`src/hw/rtl/line_rasterizer_assert.svh`:
```
// assertion helpers for the line rasterizer
`ifndef LINE_RASTERIZER_ASSERT_SVH
`define LINE_RASTERIZER_ASSERT_SVH

`ifndef SYNTHESIS

`define LR_ASSERT_NOW(lbl, clk, rst, ante, cons, msg) \
   lbl: assert property (@(posedge clk) disable iff (rst) (ante) |-> (cons)) \
      else $error(msg);

`define LR_ASSERT_NEXT(lbl, clk, rst, ante, cons, msg) \
   lbl: assert property (@(posedge clk) disable iff (rst) (ante) |=> (cons)) \
      else $error(msg);

`else

`define LR_ASSERT_NOW(lbl, clk, rst, ante, cons, msg)

`define LR_ASSERT_NEXT(lbl, clk, rst, ante, cons, msg)

`endif

`endif

```
`src/hw/rtl/lr_pkg.sv`:
```
`timescale 1ns / 1ps
`default_nettype none

package lr_pkg;

   localparam int CANVAS_SIZE = 2000;

   localparam int COORD_W  = 12;
   localparam int IN_W     = 13;
   localparam int PITCH_W  = 13;
   localparam int OFFSET_W = 24;
   localparam int ERR_W    = 15;
   localparam int WORD_W   = 32;

   localparam logic [PITCH_W-1:0] PITCH_RESET = PITCH_W'(2000);

   localparam logic FUNC_START = 1'b0;
   localparam logic FUNC_TICK  = 1'b1;

   localparam logic [1:0] KIND_ACCEPT = 2'd0;
   localparam logic [1:0] KIND_REJECT = 2'd1;
   localparam logic [1:0] KIND_PIXEL  = 2'd2;
   localparam logic [1:0] KIND_IDLE   = 2'd3;

   typedef struct packed {
      logic              func;
      logic [IN_W-1:0]   start_col;
      logic [IN_W-1:0]   start_row;
      logic [IN_W-1:0]   stop_col;
      logic [IN_W-1:0]   stop_row;
      logic [WORD_W-1:0] line_colour;
   } req_type;

   typedef struct packed {
      logic [1:0]          kind;
      logic [COORD_W-1:0]  pixel_col;
      logic [COORD_W-1:0]  pixel_row;
      logic [OFFSET_W-1:0] pixel_offset;
      logic [WORD_W-1:0]   pixel_word;
      logic                final_pixel;
   } rsp_type;

   function automatic logic [COORD_W-1:0] step_coord(input logic [COORD_W-1:0] v,
                                                      input logic neg);
      return neg ? v - COORD_W'(1) : v + COORD_W'(1);
   endfunction

   function automatic logic on_canvas(input logic [IN_W-1:0] v);
      return !v[IN_W-1] && ({1'b0, v[COORD_W-1:0]} < IN_W'(CANVAS_SIZE));
   endfunction

endpackage

`default_nettype wire

```
`src/hw/rtl/lr_in_stage.sv`:
```
`timescale 1ns / 1ps
`default_nettype none

module lr_in_stage
   import lr_pkg::*;
(
   input  wire logic    clock,
   input  wire logic    reset,
   input  wire logic    in_valid,
   output logic         in_ready,
   input  wire req_type in_txn,
   output logic         hold_valid,
   output req_type      hold_txn,
   input  wire logic    take
);

   logic    valid_ff, valid_in;
   req_type txn_ff;

   // a held transaction leaving this cycle frees the slot
   assign in_ready   = !valid_ff || take;
   assign hold_valid = valid_ff;
   assign hold_txn   = txn_ff;

   always_comb begin
      valid_in = valid_ff;
      if (in_valid && in_ready) begin
         valid_in = 1'b1;
      end else if (take) begin
         valid_in = 1'b0;
      end
   end

   always_ff @(posedge clock) begin
      if (reset) begin
         valid_ff <= 1'b0;
      end else begin
         valid_ff <= valid_in;
      end
   end

   always_ff @(posedge clock) begin
      if (in_valid && in_ready) begin
         txn_ff <= in_txn;
      end
   end

endmodule

`default_nettype wire

```
`src/hw/rtl/lr_walker.sv`:
```
`timescale 1ns / 1ps
`default_nettype none

`include "line_rasterizer_assert.svh"

module lr_walker
   import lr_pkg::*;
(
   input  wire logic               clock,
   input  wire logic               reset,
   input  wire req_type            txn,
   input  wire logic               take,
   input  wire logic [PITCH_W-1:0] pitch,
   output rsp_type                 result
);

   logic               active_ff, active_in;
   logic               y_major_ff, y_major_in;
   logic [COORD_W-1:0] cur_col_ff, cur_col_in;
   logic [COORD_W-1:0] cur_row_ff, cur_row_in;
   logic [COORD_W-1:0] goal_col_ff, goal_col_in;
   logic [COORD_W-1:0] goal_row_ff, goal_row_in;
   logic [COORD_W-1:0] span_x_ff, span_x_in;
   logic [COORD_W-1:0] span_y_ff, span_y_in;
   logic               dir_x_neg_ff, dir_x_neg_in;
   logic               dir_y_neg_ff, dir_y_neg_in;
   logic [ERR_W-1:0]   err_ff, err_in;
   logic [WORD_W-1:0]  colour_ff, colour_in;

   logic [COORD_W+PITCH_W-1:0] row_product;
   logic [OFFSET_W-1:0]        offset;

   assign row_product = (COORD_W + PITCH_W)'(cur_row_ff) * (COORD_W + PITCH_W)'(pitch);
   assign offset      = row_product[OFFSET_W-1:0] + OFFSET_W'(cur_col_ff);

   always_comb begin
      logic [IN_W-1:0]    dx, dy, adx, ady;
      logic [COORD_W-1:0] sx, sy, ncol, nrow;
      logic [ERR_W-1:0]   two_sx, two_sy, diag;
      logic               in_bounds, err_pos, err_neg;

      active_in    = active_ff;
      y_major_in   = y_major_ff;
      cur_col_in   = cur_col_ff;
      cur_row_in   = cur_row_ff;
      goal_col_in  = goal_col_ff;
      goal_row_in  = goal_row_ff;
      span_x_in    = span_x_ff;
      span_y_in    = span_y_ff;
      dir_x_neg_in = dir_x_neg_ff;
      dir_y_neg_in = dir_y_neg_ff;
      err_in       = err_ff;
      colour_in    = colour_ff;
      result       = '0;

      dx  = txn.stop_col - txn.start_col;
      dy  = txn.stop_row - txn.start_row;
      adx = dx[IN_W-1] ? -dx : dx;
      ady = dy[IN_W-1] ? -dy : dy;
      sx  = adx[COORD_W-1:0];
      sy  = ady[COORD_W-1:0];
      in_bounds = on_canvas(txn.start_col) && on_canvas(txn.start_row)
                  && on_canvas(txn.stop_col) && on_canvas(txn.stop_row);

      // stepping terms come from the stored spans
      two_sx  = {2'b00, span_x_ff, 1'b0};
      two_sy  = {2'b00, span_y_ff, 1'b0};
      diag    = two_sy - two_sx;
      err_neg = err_ff[ERR_W-1];
      err_pos = !err_neg && (err_ff != '0);
      ncol    = step_coord(cur_col_ff, dir_x_neg_ff);
      nrow    = step_coord(cur_row_ff, dir_y_neg_ff);

      if (txn.func == FUNC_START) begin
         if (!in_bounds) begin
            result.kind = KIND_REJECT;
            active_in   = 1'b0;
         end else begin
            result.kind  = KIND_ACCEPT;
            dir_x_neg_in = dx[IN_W-1];
            dir_y_neg_in = dy[IN_W-1];
            span_x_in    = sx;
            span_y_in    = sy;
            cur_col_in   = txn.start_col[COORD_W-1:0];
            cur_row_in   = txn.start_row[COORD_W-1:0];
            goal_col_in  = txn.stop_col[COORD_W-1:0];
            goal_row_in  = txn.stop_row[COORD_W-1:0];
            colour_in    = txn.line_colour;
            y_major_in   = sy > sx;
            if (sy > sx) begin
               err_in    = {3'b000, sy} - {2'b00, sx, 1'b0};
               active_in = txn.start_row[COORD_W-1:0] != txn.stop_row[COORD_W-1:0];
            end else begin
               err_in    = {2'b00, sy, 1'b0} - {3'b000, sx};
               active_in = txn.start_col[COORD_W-1:0] != txn.stop_col[COORD_W-1:0];
            end
         end
      end else if (!active_ff) begin
         result.kind = KIND_IDLE;
      end else begin
         result.kind         = KIND_PIXEL;
         result.pixel_col    = cur_col_ff;
         result.pixel_row    = cur_row_ff;
         result.pixel_offset = offset;
         result.pixel_word   = colour_ff;
         if (y_major_ff) begin
            if (err_pos) begin
               err_in = err_ff - two_sx;
            end else begin
               cur_col_in = ncol;
               err_in     = err_ff + diag;
            end
            cur_row_in = nrow;
            active_in  = nrow != goal_row_ff;
         end else begin
            if (err_neg) begin
               err_in = err_ff + two_sy;
            end else begin
               cur_row_in = nrow;
               err_in     = err_ff + diag;
            end
            cur_col_in = ncol;
            active_in  = ncol != goal_col_ff;
         end
         result.final_pixel = !active_in;
      end
   end

   always_ff @(posedge clock) begin
      if (reset) begin
         active_ff <= 1'b0;
      end else if (take) begin
         active_ff <= active_in;
      end
   end

   always_ff @(posedge clock) begin
      if (take) begin
         y_major_ff   <= y_major_in;
         cur_col_ff   <= cur_col_in;
         cur_row_ff   <= cur_row_in;
         goal_col_ff  <= goal_col_in;
         goal_row_ff  <= goal_row_in;
         span_x_ff    <= span_x_in;
         span_y_ff    <= span_y_in;
         dir_x_neg_ff <= dir_x_neg_in;
         dir_y_neg_ff <= dir_y_neg_in;
         err_ff       <= err_in;
         colour_ff    <= colour_in;
      end
   end

   `LR_ASSERT_NOW(a_walk_on_canvas, clock, reset, active_ff,
      (cur_col_ff < COORD_W'(CANVAS_SIZE)) && (cur_row_ff < COORD_W'(CANVAS_SIZE)),
      "walk left the canvas")

   `LR_ASSERT_NOW(a_err_bounded, clock, reset, active_ff,
      ($signed(err_ff) <= 15'sd8190) && ($signed(err_ff) >= -15'sd8190),
      "error term out of range")

   `LR_ASSERT_NEXT(a_final_ends_line, clock, reset,
      take && (result.kind == KIND_PIXEL) && result.final_pixel,
      !active_ff, "line still active after its last pixel")

   `LR_ASSERT_NOW(a_pixel_needs_line, clock, reset, result.kind == KIND_PIXEL,
      active_ff && (txn.func == FUNC_TICK), "pixel without an active line")

endmodule

`default_nettype wire

```
`src/hw/rtl/lr_out_stage.sv`:
```
`timescale 1ns / 1ps
`default_nettype none

module lr_out_stage
   import lr_pkg::*;
(
   input  wire logic    clock,
   input  wire logic    reset,
   input  wire logic    hold_valid,
   input  wire rsp_type result,
   output logic         take,
   output logic         out_valid,
   input  wire logic    out_ready,
   output rsp_type      out_rsp
);

   logic    valid_ff, valid_in;
   rsp_type rsp_ff;

   // load a new result whenever the slot is empty or being drained
   assign take      = hold_valid && (!valid_ff || out_ready);
   assign out_valid = valid_ff;
   assign out_rsp   = rsp_ff;

   always_comb begin
      valid_in = valid_ff;
      if (take) begin
         valid_in = 1'b1;
      end else if (out_ready) begin
         valid_in = 1'b0;
      end
   end

   always_ff @(posedge clock) begin
      if (reset) begin
         valid_ff <= 1'b0;
      end else begin
         valid_ff <= valid_in;
      end
   end

   always_ff @(posedge clock) begin
      if (take) begin
         rsp_ff <= result;
      end
   end

endmodule

`default_nettype wire

```
`src/hw/rtl/line_rasterizer.sv`:
```
`timescale 1ns / 1ps
`default_nettype none

// Bresenham line rasterizer. A start transaction (func 0) loads both endpoints and
// the colour and answers accepted, or rejected when any coordinate is off the
// canvas; each tick transaction (func 1) answers with the next pixel (column, row,
// row*line_pitch+column offset modulo 2^24, colour, last-pixel flag) or idle when
// no line is active. The end point itself is never drawn. One transaction is taken
// every clock while rsp_ready does not stall the output, and each result passes
// through the input register and then the result register; the walk update, one
// add and compare plus the 12x13 offset multiply, sets that rate. line_pitch must be
// written through csr_wr_en/csr_wr_data while the block is idle (not enforced).
module line_rasterizer
   import lr_pkg::*;
(
   input  wire logic                clock,
   input  wire logic                reset,

   input  wire logic                csr_wr_en,
   input  wire logic [PITCH_W-1:0]  csr_wr_data,

   input  wire logic                req_valid,
   output logic                     req_ready,
   input  wire logic                req_func,
   input  wire logic [IN_W-1:0]     req_start_col,
   input  wire logic [IN_W-1:0]     req_start_row,
   input  wire logic [IN_W-1:0]     req_stop_col,
   input  wire logic [IN_W-1:0]     req_stop_row,
   input  wire logic [WORD_W-1:0]   req_line_colour,

   output logic                     rsp_valid,
   input  wire logic                rsp_ready,
   output logic [1:0]               rsp_kind,
   output logic [COORD_W-1:0]       rsp_pixel_col,
   output logic [COORD_W-1:0]       rsp_pixel_row,
   output logic [OFFSET_W-1:0]      rsp_pixel_offset,
   output logic [WORD_W-1:0]        rsp_pixel_word,
   output logic                     rsp_final_pixel
);

   logic [PITCH_W-1:0] pitch_ff;
   req_type            in_txn, hold_txn;
   rsp_type            result, out_rsp;
   logic               hold_valid, take;

   always_ff @(posedge clock) begin
      if (reset) begin
         pitch_ff <= PITCH_RESET;
      end else if (csr_wr_en) begin
         pitch_ff <= csr_wr_data;
      end
   end

   assign in_txn.func        = req_func;
   assign in_txn.start_col   = req_start_col;
   assign in_txn.start_row   = req_start_row;
   assign in_txn.stop_col    = req_stop_col;
   assign in_txn.stop_row    = req_stop_row;
   assign in_txn.line_colour = req_line_colour;

   lr_in_stage u_in_stage (
      .clock      (clock),
      .reset      (reset),
      .in_valid   (req_valid),
      .in_ready   (req_ready),
      .in_txn     (in_txn),
      .hold_valid (hold_valid),
      .hold_txn   (hold_txn),
      .take       (take)
   );

   lr_walker u_walker (
      .clock  (clock),
      .reset  (reset),
      .txn    (hold_txn),
      .take   (take),
      .pitch  (pitch_ff),
      .result (result)
   );

   lr_out_stage u_out_stage (
      .clock      (clock),
      .reset      (reset),
      .hold_valid (hold_valid),
      .result     (result),
      .take       (take),
      .out_valid  (rsp_valid),
      .out_ready  (rsp_ready),
      .out_rsp    (out_rsp)
   );

   assign rsp_kind         = out_rsp.kind;
   assign rsp_pixel_col    = out_rsp.pixel_col;
   assign rsp_pixel_row    = out_rsp.pixel_row;
   assign rsp_pixel_offset = out_rsp.pixel_offset;
   assign rsp_pixel_word   = out_rsp.pixel_word;
   assign rsp_final_pixel  = out_rsp.final_pixel;

endmodule

`default_nettype wire
```
`config.mk`:
```
export PLATFORM = sky130hd
export DESIGN_NAME = line_rasterizer
export DESIGN_NICKNAME = d
export VERILOG_FILES = /design/src/hw/rtl/lr_pkg.sv /design/src/hw/rtl/lr_in_stage.sv /design/src/hw/rtl/lr_walker.sv /design/src/hw/rtl/lr_out_stage.sv /design/src/hw/rtl/line_rasterizer.sv
export VERILOG_INCLUDE_DIRS = /design/src /design/src/hw/rtl
export SDC_FILE = /design/constraint.sdc
export NUM_CORES = 1
export LEC_CHECK = 0
export BUFFER_PORTS_ARGS = -buffer_cell sky130_fd_sc_hd__buf_2
export CORE_AREA = 4 4 260 262
export CTS_CLUSTER_SIZE = 14
export DETAILED_ROUTE_END_ITERATION = 6
export DIE_AREA = 0 0 264 266
export SYNTH_ARGS = -nofsm -noshare
export SYNTH_HDL_FRONTEND = slang
export SYNTH_SLANG_ARGS = --single-unit
```
`constraint.sdc`:
```
create_clock -name clock -period 6.8 [get_ports clock]
set_input_delay 0.34 -clock clock [delete_from_list [all_inputs] [get_ports clock]]
set_output_delay 0.34 -clock clock [all_outputs]
set_load 0.02 [all_outputs]
```
==> results of run 1 <==
==> state kept, by name, indices dropped and copies added (netlist names), 12 cells and up <==
name                  flops
u_walker.goal_col_ff     12
u_walker.span_x_ff       12
pitch_ff                 13
u_in_stage.hold_txn      85
u_walker.span_y_ff       12
u_walker.err_ff          15
u_walker.cur_row_ff      12
u_out_stage.out_rsp      83
u_walker.cur_col_ff      12
u_walker.colour_ff       32
u_walker.goal_row_ff     12
==> critical path, cell delays in order, from the launching register on <==
cell and delay, ns:
edfxtp_1 0.64, and2_1 0.30, fa_1 0.54, inv_1 0.05, fa_1 0.48, inv_1 0.05
ha_1 0.27, ha_1 0.28, ha_1 0.30, ha_1 0.22, fa_1 0.47, a21o_1 0.20
a21oi_1 0.23, o21bai_1 0.10, a21oi_1 0.22, o21ai_0 0.19, a211oi_1 0.42, o211ai_1 0.21
and4b_1 0.24, o31a_1 0.28, or3_1 0.30, a21oi_1 0.15
==> what timing repair did <==
action,in CTS,in global routing
hold buffers,88,0
setup endpoints to repair,0,0
buffers inserted,0,0
hold endpoints to repair,88,0
==> synth_stat cells (4+ instances only) <==
cell and n:
a2111oi_0 6, a211o_1 9, a211oi_1 13, a21boi_0 11, a21o_1 36, a21oi_1 91, a31oi_1 13, and2_1 80
and3_1 58, buf_1 5, clkbuf_1 56, dfxtp_1 16, edfxtp_1 290, fa_1 130, ha_1 194, inv_1 287
mux2_2 6, mux2i_1 25, nand2_1 167, nand2b_1 12, nand3_1 20, nand4_1 16, nor2_1 119, nor2b_1 29
nor3_1 30, nor3b_1 7, nor4_1 10, o211ai_1 17, o21a_1 19, o21ai_0 89, o21bai_1 13, o311ai_0 4
o31a_1 7, o31ai_1 5, o41ai_1 8, or2_2 9, or3_1 4, or4_1 4, xnor2_1 100, xor2_1 56
==> per-stage QoR <==
stage | total power [µW] | cells
floorplan | 4500 | 2137
global route | 7690 | 3307
global placement | 5180 | 3152
CTS | 7230 | 3307
detailed placement | 5250 | 3152
finish | 7170 | 3307
==> cells by family after synthesis <==
kind of cell,Yosys count,synth area share
DFF,306,0.400
AOI/OAI and AO/OA,379,0.110
buffers and inverters,356,0.0610
muxes,31,0.0141
adders and majority gates,326,0.224
and+or+nand+nor,583,0.131
xor gates and xnor gates,156,0.0605
==> final cells by class <==
| class | instances | area, µm² |
|---|---|---|
| well taps | 864 | 1080 |
| clock buffers | 49 | 971 |
| fillers | 6325 | 38800 |
| flip-flops and latches | 306 | 9030 |
| repair buffers | 306 | 2050 |
| clock inverters | 18 | 184 |
| inverters | 289 | 1090 |
| multi-input cells | 1475 | 12200 |
==> power by group <==
part | leakage [µW] | switching, µW | total, µW | internal (µW)
Clock | 0.000535 | 812 | 1910 | 1090
Combinational | 0.00817 | 1780 | 3060 | 1280
Sequential | 0.00286 | 37.7 | 2200 | 2170
Total | 0.0116 | 2630 | 7170 | 4540
==> final timing paths <==
path                                          from                                    end  slack, ns  cells after the start
setup / recovery  u_walker.cur_row_ff[0]$_DFFE_PP_  u_out_stage.out_rsp[56]$_SDFFCE_PN0P_       0.50                     21
hold / removal                     csr_wr_data[11]              pitch_ff[11]$_SDFFE_PP0P_       0.03                      3
setup reg to reg  u_walker.cur_row_ff[0]$_DFFE_PP_  u_out_stage.out_rsp[56]$_SDFFCE_PN0P_       0.50                     21
hold reg to reg   u_in_stage.hold_txn[1]$_DFFE_PP_        u_walker.colour_ff[1]$_DFFE_PP_       0.41                      0
==> layer usage <==
metal / wire length (µm) / up-vias
met5: 0 / -
met4: 2110 / 0
met3: 3200 / 105
met2: 26900 / 403
met1: 27600 / 7988
li1: - / 7945
==> metrics.cfg, run 1 <==
[logic_synthesis]
seq_area_frac_synth=0.400
synth_edf_count=290
ys_ff_latch=306
ys_types=89
ys_warn_count=0
netlist_top_cells_area=edfxtp_1 (39%), fa_1 (12%), ha_1 (11%)
synthesis.nets=2564
yosysTopAreaCellShare=0.386
synth_area_um2=22600
postSynthCellCount=2137
synth_top_cell_by_area=edfxtp_1
synth-main-ff-cell=edfxtp_1
syn_area_per_cell_um2=10.6
synthArstFlopShare=0

[setup_path]
endpoint_kind=flop
crit_arrival_ns=6.69
start_kind=flop
required_ns=7.20
worstSetupPathType=flop to flop
crit_fanout=18

[finish]
layout.nets=2842
n_antenna_cell=0
most-common-layout-cells=edfxtp_1 (290), inv_1 (286), ha_1 (194), buf_2 (187), nand2_1 (167)
areaGrowthSynthToFinish_pct=17.8
utilization=0.407
fin_area_um2=26600
layout_commonest_cell=edfxtp_1
drive_gt1_frac=0.129

[place]
pre_cts_ws_ns=0.515
postPlaceCellArea_um2=24600
gp_congestion=0.899
port_buffers=187
dp_hpwl_um=46800

[sta]
slew_violations=0
min_period_ns=6.30
setup_ws_ns=0.504
fin_crit_sh=0.926
hold_violations=0
worst_slew_pin_slew_ns=1.18
tns_ns=0
fin_skew_ns=0.0201
fmax_ghz=0.159
setup_viol=0
rsz0062_at_grt=no
whs_ns=0.0349
max_slew_margin=0.212

[routing]
ant_nets=0
vias_per_cell=4.97
drc=0
first_pass_iters=5
wire_per_inst_um=18.1
via_count=16400
drt_iter0_drc=962
routed_wl_um=59800

[cts]
cts_tree=built
clk_pin_slew_ns=0.05
cts_made_buffers=37
htreeDepth=2
clockRootBuffer=clkbuf_16
insertion_delay_ns=0.55
cts_sinks=306
cts_resized=0
cts_max_path_buffers=3

[global_routing]
top_usage_layer=met2
grt_use_total=0.168
grtUsageMet2=0.268
globalRoute.totalOverflow=0
first_global_vias=17000
use_met3=0.0303
antenna_found_initial=0
grt_use_met1=0.230
grt_start_max_net_pins=68
grt_pass1_wl_um=93900

[floorplanning]
start_util=0.345
pin_count=188
die_h_um=266
die_area_um2=70200
num_rows=94
core_area_um2=65400
die_w_um=264

[status]
status=finished, final reports clean

[job]
cap_violations=0

[pwr]
power-per-cell-area_nw_per_um2=269
p_leak_uw=0.0116
vdd_drop_max_mv=0.154

[worst_hold_path]
hp-class=primary input to flop

No activity file was read; power rests on OpenSTA's default activity.
==> run 2: changes to the inputs <==
- ABC_AREA: unset -> 1
- CORE_AREA: 4 4 260 262 -> 4 4 261 263
- DIE_AREA: 0 0 264 266 -> 0 0 265 267
==> metrics.cfg, run 2 <==
[logic_synthesis]
synthArstFlopShare=0  ; unchanged
synth_common_cells=inv_1 (549), nand2_1 (526), edfxtp_1 (290), ha_1 (194), nor2_1 (162)
yosysMostFrequentCell=inv_1
synth_top_cell_by_area=edfxtp_1
synth-main-ff-cell=edfxtp_1
synthesis.nets=2971  ; +16%
netlist_top_cells_area=edfxtp_1 (38%), fa_1 (11%), ha_1 (11%)
synth_edf_count=290  ; unchanged
synth_area_um2=22800  ; +0.95%
ys_types=55  ; -38%
yosysTopAreaCellShare=0.382  ; -0.00362
syn_area_per_cell_um2=8.96  ; -15%
ys_warn_count=0  ; unchanged
ys_ff_latch=306  ; unchanged
seq_area_frac_synth=0.396  ; -0.00375
postSynthCellCount=2544  ; +19%

[finish]
layout_commonest_cell=inv_1
layout.nets=3256  ; +15%
drive_gt1_frac=0.117  ; -0.0128
fin_cells=3722  ; +13%
nFillCells=6529  ; +3.2%
n_antenna_cell=0  ; unchanged
largest_register_ffs=85  ; unchanged
utilization=0.409  ; +0.00249
areaGrowthSynthToFinish_pct=17.8  ; about the same
most-common-layout-cells=inv_1 (547), nand2_1 (525), edfxtp_1 (290), ha_1 (194), buf_2 (187)

[setup_path]
required_ns=7.10  ; -0.10 ns
crit_arrival_ns=6.50  ; -0.19 ns
slowest_stage=edfxtp_1
cpMostUsedCell=inv_1
crit_buf_inv=8  ; +6
worstSetupPathType=flop to flop
crit_fanout=15  ; -3
start_kind=flop
critPathLaunch=u_walker.cur_row_ff[2]$_DFFE_PP_
r2r_start=u_walker.cur_row_ff[2]$_DFFE_PP_
critPathMaxStageDelay_ns=0.60  ; -0.04 ns
crit_family=adder cells
endpoint_kind=flop

[pwr]
p_leak_uw=0.0131  ; +13%
vdd_drop_max_mv=0.185  ; +20%
p_int_uw=4250  ; -6.4%
switching_share=0.369  ; +0.00236
power_frac_clock=0.285  ; +0.019
seqPwrFrac=0.331  ; +0.024
power-per-cell-area_nw_per_um2=251  ; -7.0%
switchingPower_uw=2480  ; -5.5%
pwr-share-comb=0.384  ; -0.043

[routing]
drc=0  ; unchanged
ant_nets=0  ; unchanged
via_count=17200  ; +4.8%
wire_per_inst_um=15.6  ; -14%
routed_wl_um=58100  ; -2.9%
drt_iter0_drc=1273  ; +32%
first_pass_iters=5  ; unchanged
vias_per_cell=4.63  ; -6.9%

[cts]
cts_sinks=306  ; unchanged
post_cts_buffers=0  ; unchanged
htreeDepth=2  ; unchanged
clockRootBuffer=clkbuf_16
cts_made_buffers=38  ; +2.7%
clk_pin_slew_ns=0.06  ; about the same
cts_max_path_buffers=3  ; unchanged
insertion_delay_ns=0.56  ; about the same
cts_tree=built

[job]
cap_violations=0  ; unchanged

[sta]
fin_crit_sh=0.912  ; -0.0135
rsz0062_at_grt=no
fmax_ghz=0.161  ; +1.5%
worst_slew_pin_slew_ns=1.04  ; -0.140 ns
slew_violations=0  ; unchanged
whs_ns=0.0453  ; +0.0104 ns
hold_violations=0  ; unchanged
setup_viol=0  ; unchanged
setup_ws_ns=0.596  ; +0.0921 ns
tns_ns=0  ; unchanged
min_period_ns=6.20  ; -0.0921 ns
fin_skew_ns=0.0337  ; +0.0135 ns
max_slew_margin=0.304  ; +0.0926

[global_routing]
grt_pass1_wl_um=92900  ; -1.1%
antenna_found_initial=0  ; unchanged
globalRoute.totalOverflow=0  ; unchanged
grt_use_total=0.164  ; -0.00340
first_global_vias=17300  ; +1.9%
grt_start_max_net_pins=71  ; +4.4%

[place]
dp_hpwl_um=45500  ; -2.8%
pre_cts_ws_ns=0.573  ; +0.0585 ns
gp_congestion=0.867  ; -3.5%
port_buffers=187  ; unchanged
dp.cells=3562  ; +13%

[floorplanning]
pin_count=188  ; unchanged
num_rows=94  ; unchanged
die_h_um=267  ; +0.38%
die_area_um2=70800  ; +0.76%
core_area_um2=65600  ; +0.36%
start_util=0.347  ; +0.00202
die_w_um=265  ; +0.38%

[status]
status=finished, final reports clean

[worst_hold_path]
hold_start=csr_wr_data[12]
hp-class=primary input to flop

==> run 2: power by group through the flow <==
stage | Clock, µW | Sequential [µW] | Combinational (µW)
final | 1920 | 2230 | 2590
after global routing | 2070 | 2230 | 3000
after CTS | 1980 | 2230 | 2600
after detailed placement | 0 | 2270 | 2540
after global placement | 0 | 2270 | 2510
after floorplan | 0 | 2270 | 1960
==> run 2: final timing paths <==
check,endpoint,slack [ns],cells after the start
hold reg to reg,u_walker.colour_ff[30]$_DFFE_PP_,0.40,0
setup / recovery,u_out_stage.out_rsp[56]$_SDFFCE_PN0P_,0.60,28
hold / removal,pitch_ff[12]$_SDFFE_PP0P_,0.05,3
setup reg to reg,u_out_stage.out_rsp[56]$_SDFFCE_PN0P_,0.60,28
==> run 2: stage by stage <==
stage                     total power [µW]  cell area [µm²]
after floorplan                       4230            22800
after global placement                4780            24800
after detailed placement              4810            24800
after CTS                             6810            26900
after global routing                  7310            26900
final                                 6730            26900
==> run 2: repair_timing <==
action | in CTS | in global routing
hold endpoints to repair | 91 | 0
gates resized for setup | 0 | 0
hold buffers | 91 | 0
==> run 2: logic make-up after synthesis <==
family / after synthesis / share of synthesized area
AOI/OAI and AO/OA: 326 / 0.0795
DFF: 306 / 0.396
xor gates and xnor gates: 103 / 0.0399
adders and majority gates: 324 / 0.221
buffers and inverters: 613 / 0.102
muxes: 1 / 0.000439
and+or+nand+nor: 871 / 0.161
==> run 2: area by class of cell <==
class,count,area [µm²],area share
Multi-Input combinational cell,1625,11400,0.426
Sequential cell,306,9030,0.336
Inverter,558,2100,0.0782
Timing Repair Buffer,300,2010,0.0749
Tap cell,864,1080,0.0403
Clock buffer,49,1040,0.0389
Clock inverter,20,141,0.00526
==> run 2: layer usage <==
metal  track usage  part of all wire
met3        0.0241             0.052
met1         0.223              0.46
met5             0                 0
met2         0.274              0.47
met4        0.0494             0.027
==> run 2: worst reg2reg max path, delay by kind of cell (launching register included) <==
kind	cells	cell delay, ns
buffers and inverters	8	0.46
AOI/OAI and AO/OA	9	1.56
DFF	1	0.60
and+or+nand+nor	5	0.46
adders and majority gates	6	2.88
==> run 3: changes to the inputs <==
- PLACE_DENSITY: unset -> 0.59
==> metrics.cfg, run 3 (synthesis results as in run 2) <==
[sta]
worst_slew_pin_slew_ns=1.11  ; +0.0709 ns
tns_ns=0  ; unchanged
min_period_ns=6.15  ; -0.0491 ns
hold_violations=0  ; unchanged
fmax_ghz=0.162  ; +0.80%
setup_viol=0  ; unchanged
rsz0062_at_grt=no
max_slew_margin=0.257  ; -0.0474
fin_crit_sh=0.905  ; -0.00722
slew_violations=0  ; unchanged
fin_skew_ns=0.0190  ; -0.0147 ns

[setup_path]
worstSetupPathType=flop to flop
crit_fanout=10  ; -5
crit_arrival_ns=6.45  ; -0.05 ns
start_kind=flop
critPathLaunch=u_walker.cur_row_ff[0]$_DFFE_PP_
crit_end=u_out_stage.out_rsp[56]$_SDFFCE_PN0P_
required_ns=7.10  ; about the same
r2r_cells=27  ; -3.6%
rrSetupSlack_ns=0.65  ; +0.05 ns
r2r-end=u_out_stage.out_rsp[56]$_SDFFCE_PN0P_
endpoint_kind=flop
r2r_start=u_walker.cur_row_ff[0]$_DFFE_PP_

[job]
cap_violations=0  ; unchanged

[pwr]
report.power.total_uw=6870  ; +2.1%
vdd_drop_max_mv=0.178  ; -3.5%
p_leak_uw=0.0132  ; +0.29%
power-per-cell-area_nw_per_um2=255  ; +1.9%

[global_routing]
top_usage_layer=met2
grt_start_max_net_pins=76  ; +7.0%
globalRoute.totalOverflow=0  ; unchanged
grt_use_met1=0.221  ; -0.00202
use_met3=0.0289  ; +0.00489
antenna_found_initial=0  ; unchanged
grtUsageMet2=0.277  ; +0.00321
grt_use_total=0.165  ; +0.000338
first_global_vias=17100  ; -1.3%
grt_pass1_wl_um=92400  ; -0.47%

[finish]
layout.nets=3255  ; -0.031%
drive_gt1_frac=0.116  ; -0.000578
layout_commonest_cell=inv_1
fin_area_um2=26900  ; +0.23%
areaGrowthSynthToFinish_pct=18.1
n_antenna_cell=0  ; unchanged
most-common-layout-cells=inv_1 (547), nand2_1 (525), edfxtp_1 (290), ha_1 (194), buf_2 (187)
utilization=0.410  ; +0.000954
largest_register_ffs=85  ; unchanged

[cts]
cts_made_buffers=39  ; +2.6%
cts_sinks=306  ; unchanged
cts_max_path_buffers=3  ; unchanged
insertion_delay_ns=0.56  ; about the same
clockRootBuffer=clkbuf_16
htreeDepth=2  ; unchanged
clk_pin_slew_ns=0.06  ; about the same
cts_tree=built

[routing]
wire_per_inst_um=15.7  ; +0.70%
drc=0  ; unchanged
routed_wl_um=58400  ; +0.62%
via_count=17200  ; -0.26%
first_pass_iters=5  ; unchanged
drt_iter0_drc=1175  ; -7.7%
ant_nets=0  ; unchanged
vias_per_cell=4.62  ; -0.17%

[place]
port_buffers=187  ; unchanged
dp_hpwl_um=45800  ; +0.48%
gp_congestion=0.865  ; -0.24%
postPlaceCellArea_um2=24700  ; -0.10%

[floorplanning]
pin_count=188  ; unchanged
die_area_um2=70800  ; unchanged
die_w_um=265  ; unchanged
die_h_um=267  ; unchanged
num_rows=94  ; unchanged
core_area_um2=65600  ; unchanged
start_util=0.347  ; unchanged

[status]
status=finished, final reports clean

[worst_hold_path]
hp-class=primary input to flop

run 3: worst min path at each step:
stage,startpoint,to,slack [ns],cells past startpoint
after floorplan,u_in_stage.hold_txn[0]$_DFFE_PP_,u_walker.colour_ff[0]$_DFFE_PP_,0.40,0
after global placement,u_in_stage.hold_txn[14]$_DFFE_PP_,u_walker.colour_ff[14]$_DFFE_PP_,0.40,0
after detailed placement,u_in_stage.hold_txn[11]$_DFFE_PP_,u_walker.colour_ff[11]$_DFFE_PP_,0.40,0
after CTS,csr_wr_data[2],pitch_ff[2]$_SDFFE_PP0P_,0.001,3
after global routing,csr_wr_data[12],pitch_ff[12]$_SDFFE_PP0P_,0.03,3
final,csr_wr_data[2],pitch_ff[2]$_SDFFE_PP0P_,0.04,3
run 3: stage by stage:
| step | hold slack, ns | worst slack, ns | cells |
|---|---|---|---|
| floorplan | 0.400 | 1.19 | 2544 |
| global placement | 0.401 | 0.611 | 3558 |
| detailed placement | 0.405 | 0.569 | 3558 |
| CTS | 0.00124 | 0.536 | 3716 |
| global route | 0.0332 | 0.0905 | 3719 |
| finish | 0.0381 | 0.645 | 3719 |
run 3: routing by layer:
metal | up-vias | share of wire
li1 | 8718 | -
met3 | 74 | 0.051
met5 | - | 0
met1 | 8017 | 0.46
met4 | 0 | 0.024
met2 | 381 | 0.47
run 3: cell type report:
| cell class | count | area [µm²] |
|---|---|---|
| Fill cell | 6518 | 38700 |
| Multi-Input combinational cell | 1625 | 11500 |
| Inverter | 558 | 2100 |
| Tap cell | 864 | 1080 |
| Clock buffer | 48 | 1070 |
| Sequential cell | 306 | 9030 |
| Timing Repair Buffer | 298 | 1990 |
| Clock inverter | 20 | 186 |
run 3: report_power, final:
part	total, µW	leakage (µW)	internal (µW)	switching [µW]
Combinational	2600	0.00969	981	1620
Sequential	2230	0.00285	2170	58.3
Clock	2040	0.000617	1210	833
Total	6870	0.0132	4360	2510
run 3: worst max-delay path: stages (launching register included):
cell	delay [ns]
edfxtp_1	0.53
buf_4	0.24
nand2_1	0.07
inv_1	0.06
fa_1	0.53
inv_1	0.05
fa_1	0.52
inv_1	0.05
fa_1	0.49
fa_1	0.49
inv_1	0.05
fa_1	0.53
inv_1	0.04
ha_1	0.34
a21oi_1	0.19
o21ai_0	0.10
inv_1	0.06
nand2_1	0.10
a21oi_1	0.30
o21ai_0	0.20
a21oi_1	0.23
o21ai_0	0.14
nand2_1	0.08
inv_1	0.05
o21ai_0	0.14
nand2_1	0.08
o21ai_0	0.16
a21oi_1	0.06
run 3: what timing repair did:
action	4_1_cts	5_1_grt
hold buffers	90	0
hold endpoints to repair	90	0
endpoints found under the setup margin	0	1
gates resized for setup	0	0
buffers inserted	0	3
